$ cat config.mk
export PLATFORM = sky130hd
export DESIGN_NAME = zone_file_token_scanner_unit
export DESIGN_NICKNAME = d
export VERILOG_FILES = /design/src/rtl/core/zfts_pkg.sv /design/src/rtl/core/zfts_front.sv /design/src/rtl/core/zfts_queue.sv /design/src/rtl/core/zfts_back.sv /design/src/rtl/core/zone_file_token_scanner_unit.sv
export SDC_FILE = /design/constraint.sdc
export NUM_CORES = 1
export LEC_CHECK = 0
export BUFFER_PORTS_ARGS = -buffer_cell sky130_fd_sc_hd__buf_2
export CELL_PAD_IN_SITES_DETAIL_PLACEMENT = 2
export CELL_PAD_IN_SITES_GLOBAL_PLACEMENT = 2
export CORE_UTILIZATION = 44
export DETAILED_ROUTE_END_ITERATION = 10
export PLACE_DENSITY_LB_ADDON = 0.3
export RECOVER_POWER = 25
export SLEW_MARGIN = 30
export SYNTH_ARGS = -nofsm -noshare
export SYNTH_HDL_FRONTEND = slang
export SYNTH_SLANG_ARGS = --single-unit
$ cat constraint.sdc
create_clock -name clock -period 10.2 [get_ports clock]
set_input_delay 1.02 -clock clock [delete_from_list [all_inputs] [get_ports clock]]
set_output_delay 1.02 -clock clock [all_outputs]
set_load 0.01 [all_outputs]
$ cat src/rtl/core/zfts_pkg.sv
// Shared types, character codes and result helpers for the zone file token scanner.
// No dependencies; imported by every module of the block.
package zfts_pkg;

   localparam int MAX_RES     = 4;
   localparam int QUEUE_DEPTH = 2;
   localparam int CNT_W       = $clog2(MAX_RES + 1);
   localparam int SLOT_W      = $clog2(MAX_RES);
   localparam int ESC_W       = 10;
   localparam int DIGIT_W     = 2;

   localparam logic [DIGIT_W-1:0] ESC_DIGITS = 2'd3;

   localparam logic [7:0] CH_TAB    = 8'h09;
   localparam logic [7:0] CH_LF     = 8'h0A;
   localparam logic [7:0] CH_FF     = 8'h0C;
   localparam logic [7:0] CH_CR     = 8'h0D;
   localparam logic [7:0] CH_SPACE  = 8'h20;
   localparam logic [7:0] CH_OPEN   = 8'h28;
   localparam logic [7:0] CH_CLOSE  = 8'h29;
   localparam logic [7:0] CH_ZERO   = 8'h30;
   localparam logic [7:0] CH_NINE   = 8'h39;
   localparam logic [7:0] CH_SEMI   = 8'h3B;
   localparam logic [7:0] CH_BSLASH = 8'h5C;

   typedef enum logic [2:0] {
      K_BYTE       = 3'd0,
      K_END        = 3'd1,
      K_NEWLINE    = 3'd2,
      K_SPACE      = 3'd3,
      K_STREAM_END = 3'd4
   } kind_type;

   typedef enum logic [3:0] {
      LEX_NORMAL  = 4'b0001,
      LEX_COMMENT = 4'b0010,
      LEX_QUOTE   = 4'b0100,
      LEX_ESCAPE  = 4'b1000
   } lex_type;

   typedef struct packed {
      kind_type   kind;
      logic [7:0] value;
   } slot_type;

   // All results caused by one input beat, in delivery order
   typedef struct packed {
      slot_type [MAX_RES-1:0] slots;
      logic                   err;
      logic [CNT_W-1:0]       count;
   } bundle_type;

   function automatic bundle_type put_result(bundle_type b, kind_type k, logic [7:0] v);
      bundle_type r;
      r = b;
      if (r.count < CNT_W'(MAX_RES)) begin
         r.slots[r.count[SLOT_W-1:0]] = slot_type'{kind: k, value: v};
         r.count = r.count + 1'b1;
      end
      return r;
   endfunction

   // Token end if one is open, then a newline or (unless skipped) a space
   function automatic bundle_type put_break(bundle_type b, logic tok, logic as_space,
                                            logic skip);
      bundle_type r;
      r = b;
      if (tok) begin
         r = put_result(r, K_END, 8'd0);
      end
      if (as_space) begin
         if (!skip) begin
            r = put_result(r, K_SPACE, 8'd0);
         end
      end else begin
         r = put_result(r, K_NEWLINE, 8'd0);
      end
      return r;
   endfunction

endpackage

$ cat src/rtl/core/zfts_front.sv
// Front end: accepts input beats, runs the lexer state and builds the result bundle.
// Depends on zfts_pkg; feeds zfts_queue.
module zfts_front (
   input  logic                 clock,
   input  logic                 reset,
   input  logic                 req_valid,
   output logic                 req_ready,
   input  logic [7:0]           req_data_byte,
   input  logic                 req_end_of_stream,
   input  logic                 csr_wr_en,
   input  logic                 csr_wr_data,
   output logic                 push_valid,
   input  logic                 push_ready,
   output zfts_pkg::bundle_type push_data
);
   import zfts_pkg::*;

   logic               skip_ff, skip_in;
   logic               tok_ff, tok_in;
   logic               cont_ff, cont_in;
   lex_type            mode_ff, mode_in;
   logic [DIGIT_W-1:0] dc_ff, dc_in;
   logic [ESC_W-1:0]   ev_ff, ev_in;

   bundle_type         bun;
   logic               accept;
   logic               digit;
   logic               scan;
   logic [ESC_W-1:0]   dval;
   logic [7:0]         c;

   assign c      = req_data_byte;
   assign accept = req_valid && push_ready;
   assign digit  = (c >= CH_ZERO) && (c <= CH_NINE);
   assign dval   = {{(ESC_W-4){1'b0}}, c[3:0]};

   always_comb begin
      bun     = '0;
      tok_in  = tok_ff;
      cont_in = cont_ff;
      mode_in = mode_ff;
      dc_in   = dc_ff;
      ev_in   = ev_ff;
      scan    = 1'b0;
      if (req_end_of_stream) begin
         if (mode_ff == LEX_ESCAPE) begin
            bun = put_result(bun, K_BYTE, ev_ff[7:0]);
         end else if (mode_ff == LEX_COMMENT) begin
            bun    = put_break(bun, tok_in, cont_ff, skip_ff);
            tok_in = 1'b0;
         end
         mode_in = LEX_NORMAL;
         dc_in   = '0;
         ev_in   = '0;
         bun.err = cont_ff;
         cont_in = 1'b0;
         if (tok_in) begin
            bun    = put_result(bun, K_END, 8'd0);
            bun    = put_result(bun, K_NEWLINE, 8'd0);
            tok_in = 1'b0;
         end
         bun = put_result(bun, K_STREAM_END, 8'd0);
      end else begin
         case (mode_ff)
            LEX_COMMENT: begin
               if (c == CH_LF) begin
                  mode_in = LEX_NORMAL;
                  bun     = put_break(bun, tok_in, cont_ff, skip_ff);
                  tok_in  = 1'b0;
               end
            end
            LEX_QUOTE: begin
               if (digit) begin
                  ev_in   = dval;
                  dc_in   = 2'd1;
                  mode_in = LEX_ESCAPE;
               end else begin
                  bun     = put_result(bun, K_BYTE, c);
                  mode_in = LEX_NORMAL;
               end
            end
            LEX_ESCAPE: begin
               if (digit) begin
                  ev_in = (ev_ff << 3) + (ev_ff << 1) + dval;
                  dc_in = dc_ff + 1'b1;
                  if (dc_in >= ESC_DIGITS) begin
                     bun     = put_result(bun, K_BYTE, ev_in[7:0]);
                     mode_in = LEX_NORMAL;
                     dc_in   = '0;
                     ev_in   = '0;
                  end
               end else begin
                  // non-digit closes the escape and is then scanned as usual
                  bun     = put_result(bun, K_BYTE, ev_ff[7:0]);
                  mode_in = LEX_NORMAL;
                  dc_in   = '0;
                  ev_in   = '0;
                  scan    = 1'b1;
               end
            end
            default: begin
               scan = 1'b1;
            end
         endcase

         if (scan) begin
            case (c)
               CH_TAB, CH_SPACE: begin
                  bun    = put_break(bun, tok_in, 1'b1, skip_ff);
                  tok_in = 1'b0;
               end
               CH_LF, CH_FF, CH_CR: begin
                  bun    = put_break(bun, tok_in, cont_ff, skip_ff);
                  tok_in = 1'b0;
               end
               CH_SEMI: begin
                  mode_in = LEX_COMMENT;
               end
               CH_OPEN: begin
                  cont_in = 1'b1;
               end
               CH_CLOSE: begin
                  cont_in = 1'b0;
               end
               CH_BSLASH: begin
                  bun     = put_result(bun, K_BYTE, c);
                  tok_in  = 1'b1;
                  mode_in = LEX_QUOTE;
               end
               default: begin
                  bun    = put_result(bun, K_BYTE, c);
                  tok_in = 1'b1;
               end
            endcase
         end
      end
   end

   assign skip_in    = csr_wr_en ? csr_wr_data : skip_ff;
   assign req_ready  = push_ready;
   assign push_valid = accept && (bun.count != '0);
   assign push_data  = bun;

   always_ff @(posedge clock) begin
      if (reset) begin
         skip_ff <= 1'b1;
         tok_ff  <= 1'b0;
         cont_ff <= 1'b0;
         mode_ff <= LEX_NORMAL;
         dc_ff   <= '0;
         ev_ff   <= '0;
      end else begin
         skip_ff <= skip_in;
         if (accept) begin
            tok_ff  <= tok_in;
            cont_ff <= cont_in;
            mode_ff <= mode_in;
            dc_ff   <= dc_in;
            ev_ff   <= ev_in;
         end
      end
   end

`ifndef SYNTHESIS
   // end of stream always leaves the lexer at its start state
   assert property (@(posedge clock) disable iff (reset)
      accept && req_end_of_stream |=> mode_ff == LEX_NORMAL && !cont_ff && !tok_ff)
      else $error("lexer state not cleared after end of stream");

   // escape digit counter only runs inside a decimal escape
   assert property (@(posedge clock) disable iff (reset)
      mode_ff != LEX_ESCAPE |-> dc_ff == '0)
      else $error("digit count live outside escape");

   // the stream-end result always carries the bundle's last slot
   assert property (@(posedge clock) disable iff (reset)
      accept && req_end_of_stream |-> push_valid && bun.count != '0 &&
         bun.slots[bun.count[SLOT_W-1:0] - 1'b1].kind == K_STREAM_END)
      else $error("stream end not last in bundle");
`endif

endmodule

$ cat src/rtl/core/zfts_queue.sv
// Small register queue of result bundles between the front and back ends.
// Depends on zfts_pkg for the bundle type.
module zfts_queue #(
   parameter int Depth = zfts_pkg::QUEUE_DEPTH
) (
   input  logic                 clock,
   input  logic                 reset,
   input  logic                 push_valid,
   output logic                 push_ready,
   input  zfts_pkg::bundle_type push_data,
   output logic                 pop_valid,
   input  logic                 pop_ready,
   output zfts_pkg::bundle_type pop_data
);
   import zfts_pkg::*;

   localparam int PtrW = (Depth > 1) ? $clog2(Depth) : 1;
   localparam int CntW = $clog2(Depth + 1);

   bundle_type      entries_ff [Depth];
   logic [PtrW-1:0] wr_ptr_ff, wr_ptr_in;
   logic [PtrW-1:0] rd_ptr_ff, rd_ptr_in;
   logic [CntW-1:0] count_ff, count_in;
   logic            push, pop;

   assign push_ready = count_ff != CntW'(Depth);
   assign pop_valid  = count_ff != '0;
   assign pop_data   = entries_ff[rd_ptr_ff];
   assign push       = push_valid && push_ready;
   assign pop        = pop_valid && pop_ready;

   always_comb begin
      wr_ptr_in = wr_ptr_ff;
      rd_ptr_in = rd_ptr_ff;
      count_in  = count_ff;
      if (push) begin
         wr_ptr_in = (wr_ptr_ff == PtrW'(Depth - 1)) ? '0 : wr_ptr_ff + 1'b1;
      end
      if (pop) begin
         rd_ptr_in = (rd_ptr_ff == PtrW'(Depth - 1)) ? '0 : rd_ptr_ff + 1'b1;
      end
      if (push && !pop) begin
         count_in = count_ff + 1'b1;
      end else if (pop && !push) begin
         count_in = count_ff - 1'b1;
      end
   end

   always_ff @(posedge clock) begin
      if (reset) begin
         wr_ptr_ff <= '0;
         rd_ptr_ff <= '0;
         count_ff  <= '0;
      end else begin
         wr_ptr_ff <= wr_ptr_in;
         rd_ptr_ff <= rd_ptr_in;
         count_ff  <= count_in;
      end
   end

   always_ff @(posedge clock) begin
      if (push) begin
         entries_ff[wr_ptr_ff] <= push_data;
      end
   end

`ifndef SYNTHESIS
   assert property (@(posedge clock) disable iff (reset)
      count_ff <= CntW'(Depth))
      else $error("queue overfilled");

   // pointers are equal exactly when the queue is empty or full
   assert property (@(posedge clock) disable iff (reset)
      (wr_ptr_ff == rd_ptr_ff) == (count_ff == '0 || count_ff == CntW'(Depth)))
      else $error("queue pointers disagree with count");

   // nothing empty is ever queued
   assert property (@(posedge clock) disable iff (reset)
      push |-> push_data.count != '0)
      else $error("empty bundle pushed");
`endif

endmodule

$ cat src/rtl/core/zfts_back.sv
// Back end: takes bundles from the queue and hands out their results one beat a cycle while rsp_ready is high.
// Depends on zfts_pkg.
module zfts_back (
   input  logic                 clock,
   input  logic                 reset,
   input  logic                 pop_valid,
   output logic                 pop_ready,
   input  zfts_pkg::bundle_type pop_data,
   output logic                 rsp_valid,
   input  logic                 rsp_ready,
   output logic [2:0]           rsp_kind,
   output logic [7:0]           rsp_value,
   output logic                 rsp_continuation_error,
   output logic                 rsp_last
);
   import zfts_pkg::*;

   bundle_type        cur_ff, cur_in;
   logic [SLOT_W-1:0] idx_ff, idx_in;
   logic              busy_ff, busy_in;
   logic              at_last;
   logic              take;
   logic              load;
   slot_type          slot;

   assign at_last   = {1'b0, idx_ff} == (cur_ff.count - 1'b1);
   assign take      = busy_ff && rsp_ready;
   assign load      = pop_valid && (!busy_ff || (take && at_last));
   assign pop_ready = load;
   assign slot      = cur_ff.slots[idx_ff];

   assign rsp_valid              = busy_ff;
   assign rsp_kind               = slot.kind;
   assign rsp_value              = slot.value;
   assign rsp_last               = at_last;
   assign rsp_continuation_error = cur_ff.err && at_last;

   always_comb begin
      cur_in  = cur_ff;
      idx_in  = idx_ff;
      busy_in = busy_ff;
      if (load) begin
         cur_in  = pop_data;
         idx_in  = '0;
         busy_in = 1'b1;
      end else if (take) begin
         if (at_last) begin
            busy_in = 1'b0;
         end else begin
            idx_in = idx_ff + 1'b1;
         end
      end
   end

   always_ff @(posedge clock) begin
      if (reset) begin
         busy_ff <= 1'b0;
         idx_ff  <= '0;
      end else begin
         busy_ff <= busy_in;
         idx_ff  <= idx_in;
      end
   end

   always_ff @(posedge clock) begin
      cur_ff <= cur_in;
   end

`ifndef SYNTHESIS
   assert property (@(posedge clock) disable iff (reset)
      busy_ff |-> cur_ff.count != '0 && {1'b0, idx_ff} < cur_ff.count)
      else $error("slot index beyond bundle");

   assert property (@(posedge clock) disable iff (reset)
      rsp_valid && rsp_kind == K_STREAM_END |-> rsp_last)
      else $error("stream end beat not marked last");

   assert property (@(posedge clock) disable iff (reset)
      rsp_valid && rsp_continuation_error |-> rsp_kind == K_STREAM_END)
      else $error("error flag on a non stream-end beat");
`endif

endmodule

$ cat src/rtl/core/zone_file_token_scanner_unit.sv
// Zone file token scanner: splits master-file text into token bytes, token ends,
// newline, space and stream-end beats. Depends on zfts_pkg, zfts_front, zfts_queue, zfts_back.
//
// Usage:
//   req_*  : one character (req_data_byte) or an end-of-stream mark per beat,
//            valid/ready handshake.
//   rsp_*  : result beats, valid/ready; rsp_last flags the final result caused by
//            an input beat. An input beat may cause no result ('(' , ')', comment
//            text, skipped spaces) or up to four.
//   csr_*  : csr_wr_en with csr_wr_data sets skip_spaces; write only while idle.
// Path: the bundle is written to the queue at the accepting edge, then loaded into the
//   back-end result register once that is free; rsp_valid comes from that register, and
//   the first result is taken from it.
// Throughput: one input beat per cycle while each beat gives at most one result and
//   rsp_ready stays high; a beat giving N results holds the result port until all N
//   are taken, set by the single result register in the back end.
// The front end classifies and queues result bundles (QueueDepth entries), so
// input keeps flowing while the receiver stalls until the queue fills; then
// req_ready drops.
// Reset: lexer state cleared, skip_spaces set to 1, queue and output emptied.
module zone_file_token_scanner_unit #(
   parameter int QueueDepth = zfts_pkg::QUEUE_DEPTH
) (
   input  logic       clock,
   input  logic       reset,
   input  logic       req_valid,
   output logic       req_ready,
   input  logic [7:0] req_data_byte,
   input  logic       req_end_of_stream,
   output logic       rsp_valid,
   input  logic       rsp_ready,
   output logic [2:0] rsp_kind,
   output logic [7:0] rsp_value,
   output logic       rsp_continuation_error,
   output logic       rsp_last,
   input  logic       csr_wr_en,
   input  logic       csr_wr_data
);
   import zfts_pkg::*;

   logic       push_valid, push_ready;
   bundle_type push_data;
   logic       pop_valid, pop_ready;
   bundle_type pop_data;

   zfts_front u_front (
      .clock             (clock),
      .reset             (reset),
      .req_valid         (req_valid),
      .req_ready         (req_ready),
      .req_data_byte     (req_data_byte),
      .req_end_of_stream (req_end_of_stream),
      .csr_wr_en         (csr_wr_en),
      .csr_wr_data       (csr_wr_data),
      .push_valid        (push_valid),
      .push_ready        (push_ready),
      .push_data         (push_data)
   );

   zfts_queue #(
      .Depth (QueueDepth)
   ) u_queue (
      .clock      (clock),
      .reset      (reset),
      .push_valid (push_valid),
      .push_ready (push_ready),
      .push_data  (push_data),
      .pop_valid  (pop_valid),
      .pop_ready  (pop_ready),
      .pop_data   (pop_data)
   );

   zfts_back u_back (
      .clock                  (clock),
      .reset                  (reset),
      .pop_valid              (pop_valid),
      .pop_ready              (pop_ready),
      .pop_data               (pop_data),
      .rsp_valid              (rsp_valid),
      .rsp_ready              (rsp_ready),
      .rsp_kind               (rsp_kind),
      .rsp_value              (rsp_value),
      .rsp_continuation_error (rsp_continuation_error),
      .rsp_last               (rsp_last)
   );

endmodule

---- Word level (Yosys, flattened, before mapping) ----
Memories as Yosys holds them, arrays and structs flattened. A register that Yosys moved wholly into a read port is not among the register bits.
Cells that the tools add are included.
storage, ports and cells
  input port bits ......................... 15
  memories kept ........................... 1
  RAM bits ................................ 96
  register bits ........................... 24
  output and inout port bits .............. 15
memories
  memory              depth  width  rd ports  clocked after Yosys merged registers in  write ports  line              text
  u_queue.entries_ff  2      48     1         1                                        1            zfts_queue.sv:20  bundle_type entries_ff [Depth];
cells by class
  eq/ne operators ......................... 15
  muxes and demuxes ....................... 120
  bitwise logic cells ..................... 34
  $add $sub $neg .......................... 17
  reduce and logical (&&, ||, !) cells .... 41
  magnitude comparators ................... 28
operators by type and width
  kind                 number
  $mux 48              29
  $mux 44              14
  $pmux 48 s3          2
  $and 40x40->40       7
  $not 40->40          7
  $demux 11 s2         8
  $and 36x36->36       4
  $not 36->36          4
  $mux 11              9
  $bwmux 44            1
  $mux 12              3
  $eq 8x4->1 const B   4
  $eq 8x6->1 const B   4
  $mux 8               4
  $or 8x8->8           4
  $mux 3               10
  $or 4x4->4           7
  $lt 2x3->1 const B   9
  $add 3x1->3 const B  8
  $lt 3x3->1 const B   8
  $mux 4               6
  $bmux 11 s2          1
  $logic_and 1x1->1    19
  $mux 1               19
  other kinds (34)     64

---- Logic depth before layout (Yosys ltp) ----
  depth in word-level cells ............... 46
  depth in mapped cells ................... 22
  mapped depth without buffers ............ 21

---- Hierarchy ----
From an unflattened synthesis, not the netlist that was laid out.
second synthesis, totals
  cells, all modules ...................... 692
  area total of the unflattened synthesis .. 8602.0 um2
modules (own cells, without submodules)
  module      times used  cells an instance  sequential area each (um2)  area an instance (um2)
  zfts_queue  1           173                2982.9                      3678.5
  zfts_front  1           434                340.3                       3002.9
  zfts_back   1           85                 1501.4                      1920.6

---- Least setup slack after synthesis ----
OpenSTA, ideal clock, no wires.
  kind .................................... in2reg
  start ................................... in req_data_byte[4]
  end ..................................... mem u_queue.entries_ff[0][0] (netlist bit) (enable)
  slack ................................... 2.292 ns
  data arrival time ....................... 7.396 ns
  setup time .............................. 0.513 ns
  required time ........................... 9.687 ns
  cell stages on the path ................. 15
  path buffers ............................ 1
  cells stage by stage .................... buf_6 or4_4 nor4_2 inv_1 ha_1 a21oi_1 inv_1 ha_1 or2_2 nor4_1 o311ai_0 o2111ai_1 a21o_2 a211oi_2 nor3_1
RTL lines
  item                line                                text
  start: declaration  zone_file_token_scanner_unit.sv:28  input logic [7:0] req_data_byte,
  end: declaration    zfts_queue.sv:20

==> flow_results.xml <==
<?xml version="1.0" encoding="UTF-8"?>
<metrics>
  <group name="run_status">
    <metric name="status" unit="">finished, violations left</metric>
    <metric name="violations" unit="">capacitance limit, slew limit</metric>
  </group>
  <group name="global_routing">
    <metric name="first_global_vias" unit="">6505</metric>
    <metric name="grt_max_degree" unit="">53</metric>
    <metric name="grt_use_total" unit="%">28.2</metric>
    <metric name="globalRouteOverflowTotal" unit="">0</metric>
    <metric name="grt_first_pass_wirelength" unit="mm">40.8</metric>
    <metric name="grt_antenna_before_repair" unit="">0</metric>
  </group>
  <group name="flow_run">
    <metric name="cap_violations" unit="">3</metric>
  </group>
  <group name="worst_setup_path">
    <metric name="critical_path_required" unit="ns">10.27</metric>
    <metric name="critPathLaunchType" unit="">flip-flop</metric>
    <metric name="worst_path_most_repeated_cell" unit="">sky130_fd_sc_hd__ha_1</metric>
    <metric name="worst-r2r-cell-count" unit="">15</metric>
    <metric name="timing.critical_path.cells" unit="">clkinv_1, ha_1, mux2i_1, a21oi_1, inv_1, ha_1, a211oi_1, xor2_1, o21ai_0, ha_1, nor3_1, a211oi_2, a211oi_2, nor3b_4, buf_4</metric>
    <metric name="reg2reg_to" unit="">u_queue.entries_ff[1][29]</metric>
    <metric name="timing.critical_path.slowest_cell_delay" unit="ns">0.66</metric>
    <metric name="worst-setup-path-type" unit="">flip-flop to flip-flop</metric>
    <metric name="r2r_start" unit="">u_front.tok_ff</metric>
    <metric name="timing.critical_path.to_type" unit="">flip-flop</metric>
    <metric name="slowest_stage" unit="">sky130_fd_sc_hd__dfxtp_1</metric>
    <metric name="worst-r2r-setup-slack" unit="ns">4.12</metric>
    <metric name="crit_arrival" unit="ns">6.15</metric>
    <metric name="crit_fanout" unit="">48</metric>
  </group>
  <group name="floorplan">
    <metric name="start_util" unit="%">45.2</metric>
    <metric name="die_width" unit="um">141</metric>
    <metric name="num_rows" unit="">50</metric>
    <metric name="fp.coreArea" unit="sq um">18900</metric>
    <metric name="io-pin-count" unit="">30</metric>
    <metric name="die-area" unit="sq um">20000</metric>
    <metric name="dieHeight" unit="um">141</metric>
  </group>
  <group name="power_and_ir_drop">
    <metric name="sequential_power_share" unit="%">48.1</metric>
    <metric name="sw_frac_of_total" unit="%">31.3</metric>
    <metric name="total_leakage_power" unit="nW">3.22</metric>
    <metric name="clockPowerShare" unit="%">29.3</metric>
    <metric name="combinationalPowerShare" unit="%">22.6</metric>
    <metric name="power_switching" unit="W">0.000692</metric>
    <metric name="power_density" unit="nW/um^2">233</metric>
    <metric name="design_power_total" unit="W">0.00221</metric>
    <metric name="worst_ir_drop_vdd" unit="mV">0.112</metric>
    <metric name="cell_int_power" unit="W">0.00152</metric>
  </group>
  <group name="clock_network">
    <metric name="cts_made_buffers" unit="">17</metric>
    <metric name="cts_max_level" unit="">4</metric>
    <metric name="cts.hold.buffers_added" unit="">0</metric>
    <metric name="ctsLongestPathBuffers" unit="">2</metric>
    <metric name="cts-root-buf" unit="">sky130_fd_sc_hd__clkbuf_16</metric>
    <metric name="cts.repair.resized" unit="">0</metric>
    <metric name="clock_sink_count" unit="">168</metric>
    <metric name="clock_insertion_delay_worst_skew" unit="ns">0.44</metric>
    <metric name="cts_tree" unit="">built</metric>
    <metric name="post-cts-setup-buffer-count" unit="">0</metric>
    <metric name="cts.reportedPaths.clkPinSlew" unit="ns">0.07</metric>
  </group>
  <group name="min_path">
    <metric name="min_from" unit="">u_front.dc_ff[1]</metric>
    <metric name="hold_path_end" unit="">u_front.dc_ff[1]</metric>
    <metric name="hold_depth" unit="">2</metric>
    <metric name="hold_path_class" unit="">flip-flop to flip-flop</metric>
  </group>
  <group name="place">
    <metric name="routability_congestion" unit="">0.863</metric>
    <metric name="dp_worst_setup_slack" unit="ns">4.19</metric>
    <metric name="dp_cells" unit="">944</metric>
    <metric name="dp_hpwl" unit="mm">18.8</metric>
    <metric name="numPortBuffers" unit="">29</metric>
  </group>
  <group name="final_layout">
    <metric name="finalNonFillerCells" unit="">976</metric>
    <metric name="diodes" unit="">0</metric>
    <metric name="final.fill_count" unit="">1894</metric>
    <metric name="final_net_count" unit="">752</metric>
    <metric name="syn_to_final_growth" unit="%">11.1</metric>
    <metric name="layout-drive-gt1-share" unit="%">16.5</metric>
  </group>
  <group name="synth">
    <metric name="synthTopCellsByArea" unit="">sky130_fd_sc_hd__edfxtp_1 51%, sky130_fd_sc_hd__mux2_2 6.3%, sky130_fd_sc_hd__dfxtp_1 5.6%, sky130_fd_sc_hd__ha_1 4.7%, sky130_fd_sc_hd__mux4_2 2.9%</metric>
    <metric name="syn-mean-instance-area" unit="sq um">12.5</metric>
    <metric name="ys_top_cells_by_count" unit="">144 x sky130_fd_sc_hd__edfxtp_1, 62 x sky130_fd_sc_hd__nor2_1, 52 x sky130_fd_sc_hd__nand2_1, 48 x sky130_fd_sc_hd__mux2_2, 37 x sky130_fd_sc_hd__a21oi_1</metric>
    <metric name="yosys.cell_count.top_type" unit="">sky130_fd_sc_hd__edfxtp_1</metric>
    <metric name="synth-warning-count" unit="">0</metric>
    <metric name="ys_seq_area_share" unit="%">56.2</metric>
    <metric name="postSynthRegisterBits" unit="">168</metric>
    <metric name="synth-edff-count" unit="">144</metric>
    <metric name="netlist_instances" unit="">682</metric>
    <metric name="netlist-cell-type-count" unit="">82</metric>
    <metric name="mappedNetlistArea" unit="sq um">8540</metric>
    <metric name="synthesis.nets" unit="">731</metric>
    <metric name="post-synth-top-area-fraction" unit="%">50.6</metric>
    <metric name="async_sr_flop_fraction" unit="%">0</metric>
    <metric name="synth_top_cell_by_area" unit="">sky130_fd_sc_hd__edfxtp_1</metric>
    <metric name="yosys_most_used_dff" unit="">sky130_fd_sc_hd__edfxtp_1</metric>
  </group>
  <group name="sta">
    <metric name="slew_violations" unit="">138</metric>
    <metric name="worstMarginPinSlew" unit="ns">3.03</metric>
    <metric name="min_period" unit="ns">6.08</metric>
    <metric name="timing.fmax" unit="MHz">164</metric>
    <metric name="post-route-worst-setup-slack" unit="ns">4.12</metric>
    <metric name="holdWs" unit="ns">0.492</metric>
    <metric name="total_negative_setup_slack" unit="ns">0</metric>
    <metric name="report.final.hold_viol_count" unit="">0</metric>
    <metric name="period_share" unit="%">59.6</metric>
    <metric name="setup_viol" unit="">0</metric>
    <metric name="relSlewSlack" unit="%">-102</metric>
    <metric name="grt_setup_unrepaired" unit="">false</metric>
    <metric name="finalClockSkew" unit="ns">0.00987</metric>
  </group>
  <group name="drt">
    <metric name="drt_first_pass_iters" unit="">4</metric>
    <metric name="detail_route.wl_per_cell" unit="um">27.6</metric>
    <metric name="remaining_drc_errors" unit="">0</metric>
    <metric name="final_routed_wirelength" unit="mm">26.9</metric>
    <metric name="drt-initial-drc-count" unit="">396</metric>
    <metric name="drt-vias-per-instance" unit="">6.15</metric>
    <metric name="num_vias" unit="">6001</metric>
    <metric name="route.antenna.remaining_nets" unit="">0</metric>
  </group>
</metrics>
## power groups by stage
stage	clock [W]	combinational (W)	sequential, W
floorplan	0	0.000348	0.00103
finish	0.000648	0.000499	0.00106
detailed placement	0	0.000507	0.00107
CTS	0.000658	0.000515	0.00106
global route	0.000683	0.000538	0.00108
global placement	0	0.000462	0.00104
## area by class of cell
| class | count | area, sq um | area share, % |
|---|---|---|---|
| inverter | 29 | 109 | 1.15 |
| tap | 260 | 325 | 3.43 |
| clock inverter | 14 | 155 | 1.63 |
| timing repair buffer | 36 | 168 | 1.77 |
| multi-input combinational | 451 | 3490 | 36.8 |
| sequential | 168 | 4810 | 50.6 |
| clock buffer | 18 | 439 | 4.63 |
## cells by family (layout without fill, tap and decap cells)
family | after synthesis | after routing | synth area share [%]
AO/OA/AOI/OAI | 145 | 145 | 12.3
XOR/XNOR | 18 | 18 | 1.85
adder cells (fa/ha/maj) | 34 | 34 | 5.16
buffers and inverters | 63 | 97 | 3.15
flip-flops | 168 | 168 | 56.2
multiplexers | 61 | 61 | 9.46
AND/OR/NAND/NOR | 193 | 193 | 11.8
## worst max-delay path by stage
stage | slack [ns] | startpoint | end | cells after the start
finish | 4.12 | u_front.tok_ff | u_queue.entries_ff[1][29] | 15
global route | 3.81 | req_data_byte[3] | u_queue.count_ff[1] | 18
CTS | 4.29 | u_front.tok_ff | u_queue.entries_ff[1][29] | 15
detailed placement | 4.19 | req_data_byte[6] | u_queue.entries_ff[1][9] | 16
global placement | 4.33 | req_data_byte[6] | u_queue.count_ff[1] | 18
floorplan | 2.29 | req_data_byte[4] | u_queue.entries_ff[0][0] | 15
## cell usage in the layout, fill, tap and decap left out, drive strengths merged, types with 7 or more instances in the layout
| cell type | Yosys | layout |
|---|---|---|
| edfxtp | 144 | 144 |
| nor2 | 62 | 62 |
| nand2 | 52 | 52 |
| mux2 | 48 | 48 |
| a21oi | 37 | 37 |
| clkbuf | 13 | 36 |
| inv | 28 | 34 |
| ha | 32 | 32 |
| dfxtp | 24 | 24 |
| o21ai | 22 | 22 |
| buf | 21 | 18 |
| nor3 | 17 | 17 |
| xnor2 | 11 | 11 |
| nand3 | 11 | 11 |
| mux4 | 11 | 11 |
| a211oi | 11 | 11 |
| xor2 | 7 | 7 |
| clkinv | 1 | 7 |
## through the flow
| step | area, sq um | util [%] |
|---|---|---|
| after global placement | 8930 | 47.3 |
| after CTS | 9530 | 50.4 |
| after global routing | 9500 | 50.3 |
| after floorplan | 8540 | - |
| final | 9500 | 50.3 |
| after detailed placement | 8930 | 47.3 |
## routing by layer
layer / GRT usage, % / wire [um] / vias to the layer above
met3: 4.99 / 1220 / 40
met2: 49.9 / 13800 / 178
met1: 35.2 / 11300 / 3118
li1: - / - / 2665
met5: 0 / 0 / -
met4: 8.58 / 574 / 0
## sequential cells by signal, summed over array words and instances (netlist names)
register            flops
u_front.cont_ff         1
u_back.rsp_valid        1
u_queue.entries_ff     96
u_queue.count_ff        2
u_back.cur_ff          48
u_back.idx_ff           2
u_front.mode_ff         4
u_front.ev_ff           8
u_front.tok_ff          1
u_front.dc_ff           2
u_queue.rd_ptr_ff       1
u_queue.wr_ptr_ff       1
u_front.skip_ff         1
## worst max-delay path: cells and delay by family, from the launching register on
kind | cells | cell delay (ns)
AOI/OAI and AO/OA | 5 | 2.15
muxes | 1 | 0.12
and+or+nand+nor | 2 | 0.31
buffers and inverters | 3 | 1.17
DFF | 1 | 0.66
xor gates and xnor gates | 1 | 0.16
adders and majority gates | 3 | 1.08
Note: power is estimated with default switching activity, not from simulation.
